[config.mk]
export PLATFORM = sky130hd
export DESIGN_NAME = id_bitmap_allocator
export DESIGN_NICKNAME = d
export VERILOG_FILES = /design/src/design/idbm_pkg.sv /design/src/design/id_bitmap_allocator.sv
export VERILOG_INCLUDE_DIRS = /design/src /design/src/design
export SDC_FILE = /design/constraint.sdc
export NUM_CORES = 1
export LEC_CHECK = 0
export ABC_AREA = 1
export BUFFER_PORTS_ARGS = -buffer_cell sky130_fd_sc_hd__buf_2
export CAP_MARGIN = 5
export CORE_MARGIN = 4
export CORE_UTILIZATION = 60
export CTS_CLUSTER_SIZE = 10
export DETAILED_ROUTE_END_ITERATION = 16
export PLACE_DENSITY = 0.77
export SYNTH_ARGS = -nofsm -noshare
export SYNTH_HDL_FRONTEND = slang
export SYNTH_SLANG_ARGS = --single-unit
[constraint.sdc]
create_clock -name clk -period 5 [get_ports clk]
set_input_delay 0.5 -clock clk [delete_from_list [all_inputs] [get_ports clk]]
set_output_delay 0.5 -clock clk [all_outputs]
set_load 0.02 [all_outputs]
[src/design/id_bitmap_allocator_defines.svh]
// Assertion macros used by the id allocator top-level design file
`ifndef ID_BITMAP_ALLOCATOR_DEFINES_SVH
`define ID_BITMAP_ALLOCATOR_DEFINES_SVH

// Same-cycle implication, sampled on clk, off while in reset
`define IDBM_ASSERT_NOW(label, cond, expr, msg) \
    label: assert property (@(posedge clk) disable iff (!rst_n) (cond) |-> (expr)) \
        else $error(msg);

// Next-cycle implication, sampled on clk, off while in reset
`define IDBM_ASSERT_NEXT(label, cond, expr, msg) \
    label: assert property (@(posedge clk) disable iff (!rst_n) (cond) |=> (expr)) \
        else $error(msg);

`endif

[src/design/idbm_pkg.sv]
// Package: opcodes, defaults and the first-clear-bit encoder of the id allocator
`timescale 1ns / 1ps

package idbm_pkg;

    localparam int MAP_BYTES_DEF = 32;
    localparam int ID_COUNT_DEF  = 256;

    localparam logic [7:0] TOP_BIT     = 8'h80;
    localparam logic [3:0] NO_CLEAR    = 4'd8;

    typedef enum logic [1:0] {
        OP_ALLOC   = 2'd0,
        OP_RELEASE = 2'd1,
        OP_CLEAR   = 2'd2
    } idbm_op_t;

    // Position (from the MSB) of the most significant clear bit; NO_CLEAR if full
    function automatic logic [3:0] first_clear(input logic [7:0] v);
        logic [3:0] pos;
        pos = NO_CLEAR;
        for (int i = 7; i >= 0; i--)
        begin
            if (!v[i])
            begin
                pos = 4'(7 - i);
                break;
            end
        end
        return pos;
    endfunction

endpackage

[src/design/id_bitmap_allocator.sv]
// Top level: first-free identifier allocator over a byte-wide usage bitmap
//
// Channel   Dir  Handshake                     Content
// s_axis    in   s_axis_tvalid/s_axis_tready   tuser: opcode; tdata: release_id
// m_axis    out  m_axis_tvalid/m_axis_tready   tdata: granted_id; tuser: none_free
//
// One transaction at a time; s_axis_tready is high only while the sequencer idles.
// Allocate: scans k map bytes (1..MAP_BYTES), one map byte per cycle
//   through the single read port of the bitmap memory and the shared encoder.
// Release: read, modify-write, result. Clear all: zero every map byte, then result.
// Unused opcode or out-of-range release: straight to the result.
// After reset a clearing pass writes zeros to every map byte; no input is taken.
// The result register holds a pending transaction while m_axis_tready is low; the
// sequencer waits in its result state until that register frees up.
`timescale 1ns / 1ps
`include "id_bitmap_allocator_defines.svh"

module id_bitmap_allocator
    import idbm_pkg::*;
#(
    parameter int MAP_BYTES = MAP_BYTES_DEF,
    parameter int ID_COUNT  = ID_COUNT_DEF
)
(
    input  logic        clk,
    input  logic        rst_n,
    input  logic        s_axis_tvalid,
    output logic        s_axis_tready,
    input  logic [7:0]  s_axis_tdata,   // [7:0] release_id
    input  logic [1:0]  s_axis_tuser,   // [1:0] opcode
    output logic        m_axis_tvalid,
    input  logic        m_axis_tready,
    output logic [7:0]  m_axis_tdata,   // [7:0] granted_id
    output logic [0:0]  m_axis_tuser    // [0] none_free
);

    localparam int IDX_W = (MAP_BYTES > 1) ? $clog2(MAP_BYTES) : 1;
    localparam int CNT_W = $clog2(MAP_BYTES + 1);
    localparam int ID_W  = IDX_W + 3;

    typedef enum logic [2:0] {
        S_CLEAR,
        S_IDLE,
        S_SCAN,
        S_REL_RD,
        S_REL_WR,
        S_DONE
    } state_t;

    // Bitmap memory, one byte per entry
    logic [7:0]       map_mem [MAP_BYTES];
    logic [7:0]       rd_data_reg;
    logic [IDX_W-1:0] rd_addr;
    logic             wr_en;
    logic [IDX_W-1:0] wr_addr;
    logic [7:0]       wr_data;

    state_t           state_reg,    state_next;
    logic [CNT_W-1:0] cnt_reg,      cnt_next;
    logic             pend_reg,     pend_next;
    logic [IDX_W-1:0] pend_idx_reg, pend_idx_next;
    logic [7:0]       rid_reg,      rid_next;
    logic             clr_cmd_reg,  clr_cmd_next;
    logic [7:0]       res_id_reg,   res_id_next;
    logic             res_none_reg, res_none_next;
    logic             out_valid_reg, out_valid_next;
    logic [7:0]       out_id_reg,   out_id_next;
    logic             out_none_reg, out_none_next;

    logic [3:0]       clr_pos;
    logic [ID_W-1:0]  cand_id;
    logic             issue;
    logic             out_free;
    logic [IDX_W-1:0] rel_idx;
    logic             rel_ok;

    assign s_axis_tready = (state_reg == S_IDLE);
    assign m_axis_tvalid = out_valid_reg;
    assign m_axis_tdata  = out_id_reg;
    assign m_axis_tuser  = out_none_reg;

    // Shared encoder on the byte just read
    assign clr_pos  = first_clear(rd_data_reg);
    assign cand_id  = {pend_idx_reg, clr_pos[2:0]};
    assign issue    = (cnt_reg < CNT_W'(MAP_BYTES));
    assign out_free = !out_valid_reg || m_axis_tready;
    assign rel_idx  = IDX_W'(rid_reg[7:3]);
    assign rel_ok   = (32'(s_axis_tdata) < 32'(ID_COUNT))
                   && (32'(s_axis_tdata[7:3]) < 32'(MAP_BYTES));

    always_ff @(posedge clk)
    begin
        if (wr_en)
        begin
            map_mem[wr_addr] <= wr_data;
        end
        rd_data_reg <= map_mem[rd_addr];
    end

    always_comb
    begin
        state_next     = state_reg;
        cnt_next       = cnt_reg;
        pend_next      = 1'b0;
        pend_idx_next  = pend_idx_reg;
        rid_next       = rid_reg;
        clr_cmd_next   = clr_cmd_reg;
        res_id_next    = res_id_reg;
        res_none_next  = res_none_reg;
        out_valid_next = out_valid_reg && !m_axis_tready;
        out_id_next    = out_id_reg;
        out_none_next  = out_none_reg;
        rd_addr        = cnt_reg[IDX_W-1:0];
        wr_en          = 1'b0;
        wr_addr        = cnt_reg[IDX_W-1:0];
        wr_data        = 8'h00;

        case (state_reg)
            S_CLEAR:
            begin
                wr_en    = 1'b1;
                cnt_next = cnt_reg + CNT_W'(1);
                if (cnt_reg[IDX_W-1:0] == IDX_W'(MAP_BYTES - 1))
                begin
                    res_id_next   = 8'h00;
                    res_none_next = 1'b0;
                    state_next    = clr_cmd_reg ? S_DONE : S_IDLE;
                    clr_cmd_next  = 1'b0;
                end
            end
            S_IDLE:
            begin
                if (s_axis_tvalid)
                begin
                    rid_next      = s_axis_tdata;
                    cnt_next      = '0;
                    res_id_next   = 8'h00;
                    res_none_next = 1'b0;
                    case (s_axis_tuser)
                        OP_ALLOC:   state_next = S_SCAN;
                        OP_RELEASE: state_next = rel_ok ? S_REL_RD : S_DONE;
                        OP_CLEAR:
                        begin
                            clr_cmd_next = 1'b1;
                            state_next   = S_CLEAR;
                        end
                        default:    state_next = S_DONE;
                    endcase
                end
            end
            S_SCAN:
            begin
                // read of byte cnt overlaps the check of the byte read last cycle
                pend_next     = issue;
                pend_idx_next = cnt_reg[IDX_W-1:0];
                cnt_next      = cnt_reg + CNT_W'(issue);
                if (pend_reg)
                begin
                    if (clr_pos != NO_CLEAR)
                    begin
                        pend_next  = 1'b0;
                        state_next = S_DONE;
                        if (32'(cand_id) < 32'(ID_COUNT))
                        begin
                            wr_en       = 1'b1;
                            wr_addr     = pend_idx_reg;
                            wr_data     = rd_data_reg | (TOP_BIT >> clr_pos[2:0]);
                            res_id_next = 8'(cand_id);
                        end
                        else
                        begin
                            res_none_next = 1'b1;
                        end
                    end
                    else if (pend_idx_reg == IDX_W'(MAP_BYTES - 1))
                    begin
                        pend_next     = 1'b0;
                        res_none_next = 1'b1;
                        state_next    = S_DONE;
                    end
                end
            end
            S_REL_RD:
            begin
                rd_addr    = rel_idx;
                state_next = S_REL_WR;
            end
            S_REL_WR:
            begin
                wr_en      = 1'b1;
                wr_addr    = rel_idx;
                wr_data    = rd_data_reg & ~(TOP_BIT >> rid_reg[2:0]);
                state_next = S_DONE;
            end
            S_DONE:
            begin
                if (out_free)
                begin
                    out_valid_next = 1'b1;
                    out_id_next    = res_id_reg;
                    out_none_next  = res_none_reg;
                    state_next     = S_IDLE;
                end
            end
            default:
            begin
                state_next = S_IDLE;
            end
        endcase
    end

    always_ff @(posedge clk or negedge rst_n)
    begin
        if (!rst_n)
        begin
            state_reg     <= S_CLEAR;
            cnt_reg       <= '0;
            pend_reg      <= 1'b0;
            clr_cmd_reg   <= 1'b0;
            out_valid_reg <= 1'b0;
            out_id_reg    <= 8'h00;
            out_none_reg  <= 1'b0;
        end
        else
        begin
            state_reg     <= state_next;
            cnt_reg       <= cnt_next;
            pend_reg      <= pend_next;
            clr_cmd_reg   <= clr_cmd_next;
            out_valid_reg <= out_valid_next;
            out_id_reg    <= out_id_next;
            out_none_reg  <= out_none_next;
        end
    end

    // payload, no reset needed
    always_ff @(posedge clk)
    begin
        pend_idx_reg <= pend_idx_next;
        rid_reg      <= rid_next;
        res_id_reg   <= res_id_next;
        res_none_reg <= res_none_next;
    end

    `IDBM_ASSERT_NOW(a_none_free_zero_id, m_axis_tvalid && m_axis_tuser[0],
        m_axis_tdata == 8'h00, "none_free result carries a non-zero id")
    `IDBM_ASSERT_NEXT(a_busy_after_accept, s_axis_tvalid && s_axis_tready,
        !s_axis_tready, "input taken again straight after a transaction")
    `IDBM_ASSERT_NEXT(a_result_from_done, state_reg == S_DONE && out_free,
        m_axis_tvalid && state_reg == S_IDLE, "result not issued from done state")
    `IDBM_ASSERT_NOW(a_scan_in_range, state_reg == S_SCAN,
        cnt_reg <= CNT_W'(MAP_BYTES), "scan pointer ran past the map")

endmodule

-- After elaboration in Yosys (flattened, before gate mapping)
Memories as Yosys holds them, arrays and structs flattened. A register that Yosys moved wholly into a read port is not among the register bits.
Index checks and enable logic that the tools add are counted.
- register bits: 43
- memory bits (writable): 256
- input bits: 14
- output and inout port bits: 11
- word-level logic and storage cells: 146
- memories kept: 1
- memories (memory ; words ; width ; rd ports ; clocked after memory_dff ; write ports ; RTL line ; text):
    map_mem ; 32 ; 8 ; 1 ; 1 ; 1 ; id_bitmap_allocator.sv:51 ; logic [7:0] map_mem [MAP_BYTES];
- $add $sub $neg: 2
- magnitude comparators: 1
- equality and inequality tests: 19
- shift-type cells: 2
- multiplexer cells: 91
- bitwise operators: 3
- reduce and logical (&&, ||, !) cells: 16
- operators by type and width (operator ; count):
    two-way mux 4 bit ; 21
    two-way mux 8 bit ; 6
    two-way mux 1 bit ; 44
    one-hot mux 8 bit (3 select lines) ; 1
    two-way mux 3 bit ; 7
    one-hot mux 3 bit (6 select lines) ; 1
    one-hot mux 6 bit (3 select lines) ; 1
    one-hot mux 8 bit (2 select lines) ; 1
    right shift 8 x 3 -> 8 bit, first input constant ; 2
    two-way mux 5 bit ; 3
    != test 2 bit, second input constant ; 7
    equality test 5 bit, second input constant ; 2
    one-hot mux 5 bit (2 select lines) ; 1
    AND reduction 5 bit ; 2
    one-hot mux 3 bit (3 select lines) ; 1
    AND 8 bit ; 1
    inverter 8 bit ; 1
    OR 8 bit ; 1
    adder 6 x 1 -> 6 bit ; 1
    adder 6 x 1 -> 6 bit, second input constant ; 1
    equality test 3 x 2 -> 1 bit, second input constant ; 2
    equality test 3 bit, second input constant ; 2
    < comparator 6 bit, second input constant ; 1
    two-way mux 6 bit ; 1
    other kinds (19) ; 23

-- Logic depth before layout (Yosys ltp)
Gate-level depths: netlist (run 1).
- depth after elaboration: 35
- mapped depth: 13

-- Least setup slack after synthesis (run 1)
Ideal clock, no wire load.
- kind: register -> register
- from: register state_reg[0]
- to: memory map_mem[0][5] (data pin)
- setup time: 0.454 ns
- data arrival time: 2.406 ns
- data required time: 4.546 ns
- path slack: 2.140 ns
- cell stages (with the launch flop): 7
- path buffers: 1
- cell sequence: dfrtp_1 inv_1 nand3_1 inv_1 buf_2 nand2_2 o21ai_0
- longest elaborated chain between the ends: 2
- ends and longest elaborated chain (item ; RTL line ; text):
    start, declared ; id_bitmap_allocator.sv:58 ; state_t state_reg, state_next;
    start signal, assigned ; id_bitmap_allocator.sv:226 ; state_reg <= state_next;
    equality test 3 bit or equality test 3 x 2 -> 1 bit (tied branches) ; id_bitmap_allocator.sv:118 ; case (state_reg)
    one-hot mux 8 bit (2 select lines) * ; id_bitmap_allocator.sv:118 ;
    via wr_data[5] ; id_bitmap_allocator.sv:56 ; logic [7:0] wr_data;
    end, declared ; id_bitmap_allocator.sv:51 ;
The timed path passes the listed nets; every way through them passes the cells marked *.

-- Worst setup path in the final report (run 1)
- from: register state_reg[0]
- to: memory map_mem[9][6] (enable)
- longest elaborated chain between the ends: 5
- ends and longest elaborated chain (item ; RTL line ; text):
    equality test 3 bit or zero test 3 bit (tied branches) ; id_bitmap_allocator.sv:118 ;
    OR reduction 2 bit (no source line) ; -- ;
    one-hot mux 1 bit (2 select lines) ; id_bitmap_allocator.sv:118 ;
    two-way mux 1 bit ; id_bitmap_allocator.sv:93 ; if (wr_en)
    two-way mux 1 bit (not written as such) ; id_bitmap_allocator.sv:95 ; map_mem[wr_addr] <= wr_data;
Parallel ways exist; a longest one is shown, timed or not.

==> results of run 1 <==
[cell usage in the layout (no fill, tap or decap), types with 3 or more instances in the layout]
master and count:
nand3_2 3, nor3_1 6, a21oi_1 8, o21ai_2 3
o21ai_0 11, inv_2 3, nand3_1 273, clkbuf_1 7
nand2_2 3, nor2_1 58, dfxtp_1 8, nand3b_1 24
o22ai_1 3, clkbuf_16 37, inv_1 287, nand2_1 306
buf_4 11, o31ai_1 3, buf_2 24, nand4_1 5
o311ai_0 6, dfrtp_1 21, mux2_2 9, edfxtp_1 278
[what timing repair did]
item,in CTS,in global routing
hold buffers,1,0
setup endpoints to repair,0,0
endpoints found under the hold margin,21,0
[through the flow]
step                cell area [um^2]  power, mW  cells  hold WS (ps)  utilization, %
global route                   15200       9.47   1707           155            67.1
CTS                            15200       8.93   1707           151            67.1
floorplan                      13900       5.71   1394           204               -
global placement               14300       6.62   1660           464            62.8
finish                         15200       9.00   1707           161            67.1
detailed placement             14300       6.68   1660           466            62.8
[cell type report]
| cell class | instances | area share, % |
|---|---|---|
| inverter | 290 | 7.14 |
| sequential | 307 | 59.2 |
| clock buffer | 44 | 6.24 |
| clock inverter | 2 | 0.115 |
| multi-input combinational | 742 | 23.4 |
| timing repair buffer | 37 | 1.53 |
| tap | 285 | 2.34 |
[worst max-delay path: stages (launching register included)]
cell and delay, ps:
dfrtp_1 410, inv_1 150, nand3_1 310, inv_1 520, nand2_2 320, nand2_1 270, nand4_1 600, nor2_1 780
[per-layer routing]
layer	track usage, %	routed length [um]	vias to the layer above
met1	33.1	12300	4479
met4	9.58	1020	0
li1	-	-	4597
met2	40.2	15200	493
met5	0	0	-
met3	5.70	3320	82
[worst paths after layout]
check | depth (start not counted) | endpoint | start
max | 7 | map_mem[9][6] | state_reg[0]
min | 1 | rid_reg[7] | s_axis_tdata[7]
max reg2reg | 7 | map_mem[9][6] | state_reg[0]
min reg2reg | 1 | m_axis_tdata[6] | res_id_reg[6]
max in group asynchronous | 2 | m_axis_tdata[6] | rst_n
min in group asynchronous | 2 | cnt_reg[1] | rst_n
[power breakdown]
group / switching [mW] / total [mW] / internal (mW)
sequential: 0.146 / 3.33 / 3.19
combinational: 2.48 / 3.41 / 0.924
clock: 0.930 / 2.25 / 1.32
[cell families (layout without fill, tap and decap cells)]
kind of cell,after synthesis,count (layout),synth area share [%]
AO/OA/AOI/OAI,48,48,2.33
XOR/XNOR,1,1,0.0630
adder cells (fa/ha/maj),2,2,0.180
buffers and inverters,345,373,9.83
flip-flops,307,307,65.0
multiplexers,9,9,0.729
AND/OR/NAND/NOR,682,682,21.9
==> results.json, run 1 <==
{
  "period_share_pct": 75.0,
  "hold_viol_final": 0,
  "dieArea_mm2": 0.0257,
  "setup-tns-final_ps": 0,
  "numCtsBuffers": 36,
  "p_leak_nw": 6.63,
  "synthDistinctLibCells": 36,
  "regToRegSetupSlack_ps": 1250,
  "grt_max_degree": 66,
  "io_pins": 25,
  "synth_nets": 1410,
  "clkSlewWorstSetupHoldPaths_ps": 50,
  "synthArstFlopShare_pct": 6.84,
  "grt_overflow": 0,
  "cts-root-buf": "clkbuf_16",
  "clockBufferDepth": 3,
  "detail_route.iter0.violations": 1244,
  "max_cap_violations": 0,
  "yosysMostFrequentCell": "nand2_1",
  "dp_hpwl_um": 20000,
  "port_buffers": 24,
  "cp.arrival_ps": 3890,
  "drive_gt1_share_pct": 7.52,
  "vias": 9651,
  "synth-edff-count": 278,
  "setup_viol": 0,
  "grtUsageTotal_pct": 24.8,
  "seq_area_frac_synth_pct": 65.0,
  "routed_wl_um": 31800,
  "h-tree-depth": 2,
  "worst_setup_path_start_kind": "register",
  "synthTopCellsByArea": "edfxtp_1 60%, nand3_1 9.8%, nand2_1 8.3%",
  "synthCells": 1394,
  "worstSetupPathType": "register to register",
  "cp_max_fo": 17,
  "coreArea_mm2": 0.0227,
  "grt_pass1_wl_um": 49500,
  "power.density_mw_per_mm2": 590,
  "grt_pass1_vias": 9416,
  "synth_area_leader_cell": "edfxtp_1",
  "endpoint_kind": "register",
  "drt-pass1-iter-count": 6,
  "die_h_um": 160,
  "multi_input_area_mm2": 0.00357,
  "setup_ws_ps": 1250,
  "cts_resized": 0,
  "wire_per_inst_um": 18.6,
  "die_x_um": 160,
  "regArea_mm2": 0.00903,
  "ys_warn_count": 0,
  "initial_core_util_pct": 61.2,
  "clk_latency_ps": 520,
  "rows": 55,
  "synth_flop_cell": "edfxtp_1",
  "finalClockSkew_ps": 14.6,
  "status": "finished, final reports clean",
  "timing.final.max_slew_violations": 0,
  "largest_reg_flops": 256,
  "top_register": "map_mem",
  "ir_drop_uv": 314,
  "required_ps": 5140,
  "vias_per_cell": 5.65,
  "fillers": 1678,
  "synth_common_cells": "307 x nand2_1, 287 x inv_1, 278 x edfxtp_1, 273 x nand3_1, 58 x nor2_1",
  "tritoncts": "built",
  "avgSynthCellArea_um2": 9.98,
  "final_nets": 1430,
  "diodes": 0,
  "rsz0062_at_grt": "false",
  "post-place-ws_ps": 1370,
  "post-route-drc-count": 0,
  "max_freq_mhz": 267,
  "area_growth_pct": 9.64,
  "tightest_slew_ps": 1160,
  "cts_setup_buffers": 0,
  "place.gp.congestion": 0.901,
  "antenna_found_initial": 0,
  "cts_sinks": 307,
  "max_slew_margin_pct": 22.6,
  "synth-seq-cells": 307,
  "hold_path.class": "input pin to register",
  "min_period_ps": 3750,
  "synth_top_area_share_pct": 60.0,
  "antenna_left": 0,
  "syn_area_mm2": 0.0139
}
Power figures use the tool's default switching activity.
==> inputs of run 2 (changes only) <==
Settings changed: ABC_AREA 1 to 0, CORE_UTILIZATION 60 to 57, PLACE_DENSITY 0.77 to 0.76.
Clock period 5 ns to 3.2 ns, I/O delays scaled along.
==> run 2 against run 1 <==
  * Clock-buffer cell count up 9
  * Global-route usage up 1.0 points
  * Cell count down 20%
  * Design area about the same
  * Routed wire length up 6.6%
  * Area after synthesis down 3.9%
  * Die area up 1.1%
  * Total power up 46%
  * Utilization down 0.38 points
  * Critical path depth up 1
  * Sequential share of layout area about the same
  * Highest routed layer unchanged
==> results.json, run 2 <==
{
  "largest_reg_flops": 256,
  "dp_hpwl_um": 22600,
  "endpoint_kind": "register",
  "hold_viol_final": 0,
  "final_cell_mix": "278 x edfxtp_1, 128 x nand2_1, 64 x buf_4",
  "final_area_mm2": 0.0153,
  "grt_pass1_wl_um": 51000,
  "synth-simple-area-share_pct": 11.7,
  "wire_per_inst_um": 24.8,
  "drt-pass1-iter-count": 6,
  "cts_sinks": 307,
  "synthTopCellsByArea": "edfxtp_1 62%, dfrtp_1 3.9%, mux2i_1 3.6%",
  "coreArea_mm2": 0.0228,
  "required_ps": 3410,
  "finalClockSkew_ps": 22.3,
  "tightest_slew_ps": 741,
  "synth-xor-area-share_pct": 0.197,
  "hold_slack_ps": 14.5,
  "fillers": 1621,
  "synth_common_cells": "278 x edfxtp_1, 128 x nand2_1, 56 x nor2_1, 48 x mux2i_1, 32 x mux2_2",
  "routed_wl_um": 33900,
  "initial_core_util_pct": 58.5,
  "diodes": 0,
  "grt_max_degree": 69,
  "top_register": "map_mem",
  "die_h_um": 161,
  "cts-root-buf": "clkbuf_16",
  "antenna_left": 0,
  "max_slew_margin_pct": 50.4,
  "tritoncts": "built",
  "h-tree-depth": 2,
  "synth-edff-count": 278,
  "setup-tns-final_ps": 0,
  "io_pins": 25,
  "yosysMostFrequentCell": "edfxtp_1",
  "final_nets": 1054,
  "timing.final.max_slew_violations": 0,
  "syn_area_mm2": 0.0134,
  "clkSlewWorstSetupHoldPaths_ps": 50,
  "antenna_found_initial": 0,
  "setup_viol": 0,
  "seq_area_frac_synth_pct": 67.6,
  "synthArstFlopShare_pct": 6.84,
  "max_cap_violations": 0,
  "avgSynthCellArea_um2": 14.0,
  "place.gp.congestion": 0.993,
  "vias_per_cell": 6.50,
  "grtUsageTotal_pct": 25.9,
  "power.density_mw_per_mm2": 859,
  "area_growth_pct": 14.1,
  "rsz0062_at_grt": "false",
  "clockBufferDepth": 3,
  "clk_latency_ps": 510,
  "synth_flop_cell": "edfxtp_1",
  "cp_max_fo": 8,
  "vias": 8886,
  "placed_area_mm2": 0.0142,
  "post-route-drc-count": 0,
  "period_share_pct": 93.0,
  "worstSetupPathType": "register to register",
  "die_x_um": 161,
  "drive_gt1_share_pct": 18.7,
  "synth_nets": 969,
  "hold_path.class": "input pin to register",
  "synth_compound_area_share_pct": 8.99,
  "ir_drop_uv": 500,
  "p_leak_nw": 5.37,
  "muxShareOfSynthArea_pct": 8.76,
  "min_period_ps": 2980,
  "grt_pass1_vias": 8564,
  "detail_route.iter0.violations": 1106,
  "grt_overflow": 0,
  "synth-seq-cells": 307,
  "status": "finished, final reports clean",
  "synth_top_area_share_pct": 62.4,
  "cp.arrival_ps": 3190,
  "synth_area_leader_cell": "edfxtp_1",
  "synthAdderAreaFrac_pct": 0.187,
  "max_freq_mhz": 336,
  "ys_warn_count": 0,
  "numCtsBuffers": 36,
  "synth_top_family_by_area": "simple AND/OR/NAND/NOR gates",
  "port_buffers": 24,
  "dieArea_mm2": 0.0260,
  "rows": 55,
  "final_common_cell": "edfxtp_1",
  "synthDistinctLibCells": 72,
  "synthCells": 953,
  "worst_setup_path_start_kind": "register"
}
run 2: changes by cell type after synthesis, sizes merged, moves of 24 or more:
| cell | previous run | this run |
|---|---|---|
| a32oi | 1 | 28 |
| mux2i | 0 | 48 |
| nand2 | 310 | 128 |
| inv | 290 | 11 |
| nand3 | 276 | 20 |
| and2 | 0 | 25 |
| mux2 | 9 | 33 |
run 2: repair_timing:
action                                  CTS  global route
setup buffers                             0             0
endpoints found under the setup margin    0             0
hold buffers                              7             1
endpoints found under the hold margin    27             1
resized for setup                         0             0
run 2: kinds of logic (layout without fill, tap and decap cells):
kind of cell | after synthesis | count (layout)
buffers and inverters | 64 | 166
flip-flops | 307 | 307
AND/OR/NAND/NOR | 319 | 319
multiplexers | 95 | 95
adder cells (fa/ha/maj) | 2 | 2
XOR/XNOR | 3 | 3
AO/OA/AOI/OAI | 163 | 163
run 2: metal layers:
metal / track usage (%) / share of wire [%] / up-vias
met2: 40.8 / 47 / 534
met5: 0 / 0 / -
met1: 36.1 / 39 / 4350
met3: 3.80 / 8.9 / 109
li1: - / - / 3893
met4: 12.0 / 5.2 / 0
run 2: per-stage QoR:
stage	total power [mW]	worst slack [ps]	utilization [%]	cells
floorplan	8.07	70.8	-	953
global placement	9.41	424	62.0	1305
detailed placement	9.48	324	62.0	1305
CTS	13.0	313	66.7	1367
global route	13.6	28.8	66.8	1368
finish	13.1	223	66.8	1368
run 2: final cells by class:
cell class	count	area (um^2)	share of cell area (%)
inverters	11	41.3	0.271
repair buffers	100	761	4.99
clock inverters	2	17.5	0.115
flip-flops and latches	307	9030	59.2
clock buffers	53	986	6.46
multi-input cells	582	4020	26.4
well taps	313	392	2.57
run 2: worst paths after layout:
kind,end,cells past startpoint,start,slack (ps)
setup / recovery,map_mem[26][5],8,rd_data_reg[7],220
max in group asynchronous,m_axis_tdata[4],2,rst_n,2580
hold reg to reg,m_axis_tdata[1],1,res_id_reg[1],480
hold / removal,m_axis_tvalid,2,m_axis_tready,10
min in group asynchronous,m_axis_tdata[1],2,rst_n,300
setup reg to reg,map_mem[26][5],8,rd_data_reg[7],220
run 2: where the power goes:
| part | leakage [nW] | internal (mW) | switching (mW) |
|---|---|---|---|
| Sequential | 2.88 | 4.97 | 0.294 |
| Combinational | 2.00 | 1.50 | 2.78 |
| Clock | 0.484 | 2.11 | 1.45 |
run 2: worst max-delay path: stages (launching register included):
cell,delay [ps]
dfxtp_1,450
nand4_1,360
o211ai_1,480
buf_4,260
nand3_1,110
a211oi_1,320
nand3_1,290
nor2_1,200
buf_4,200
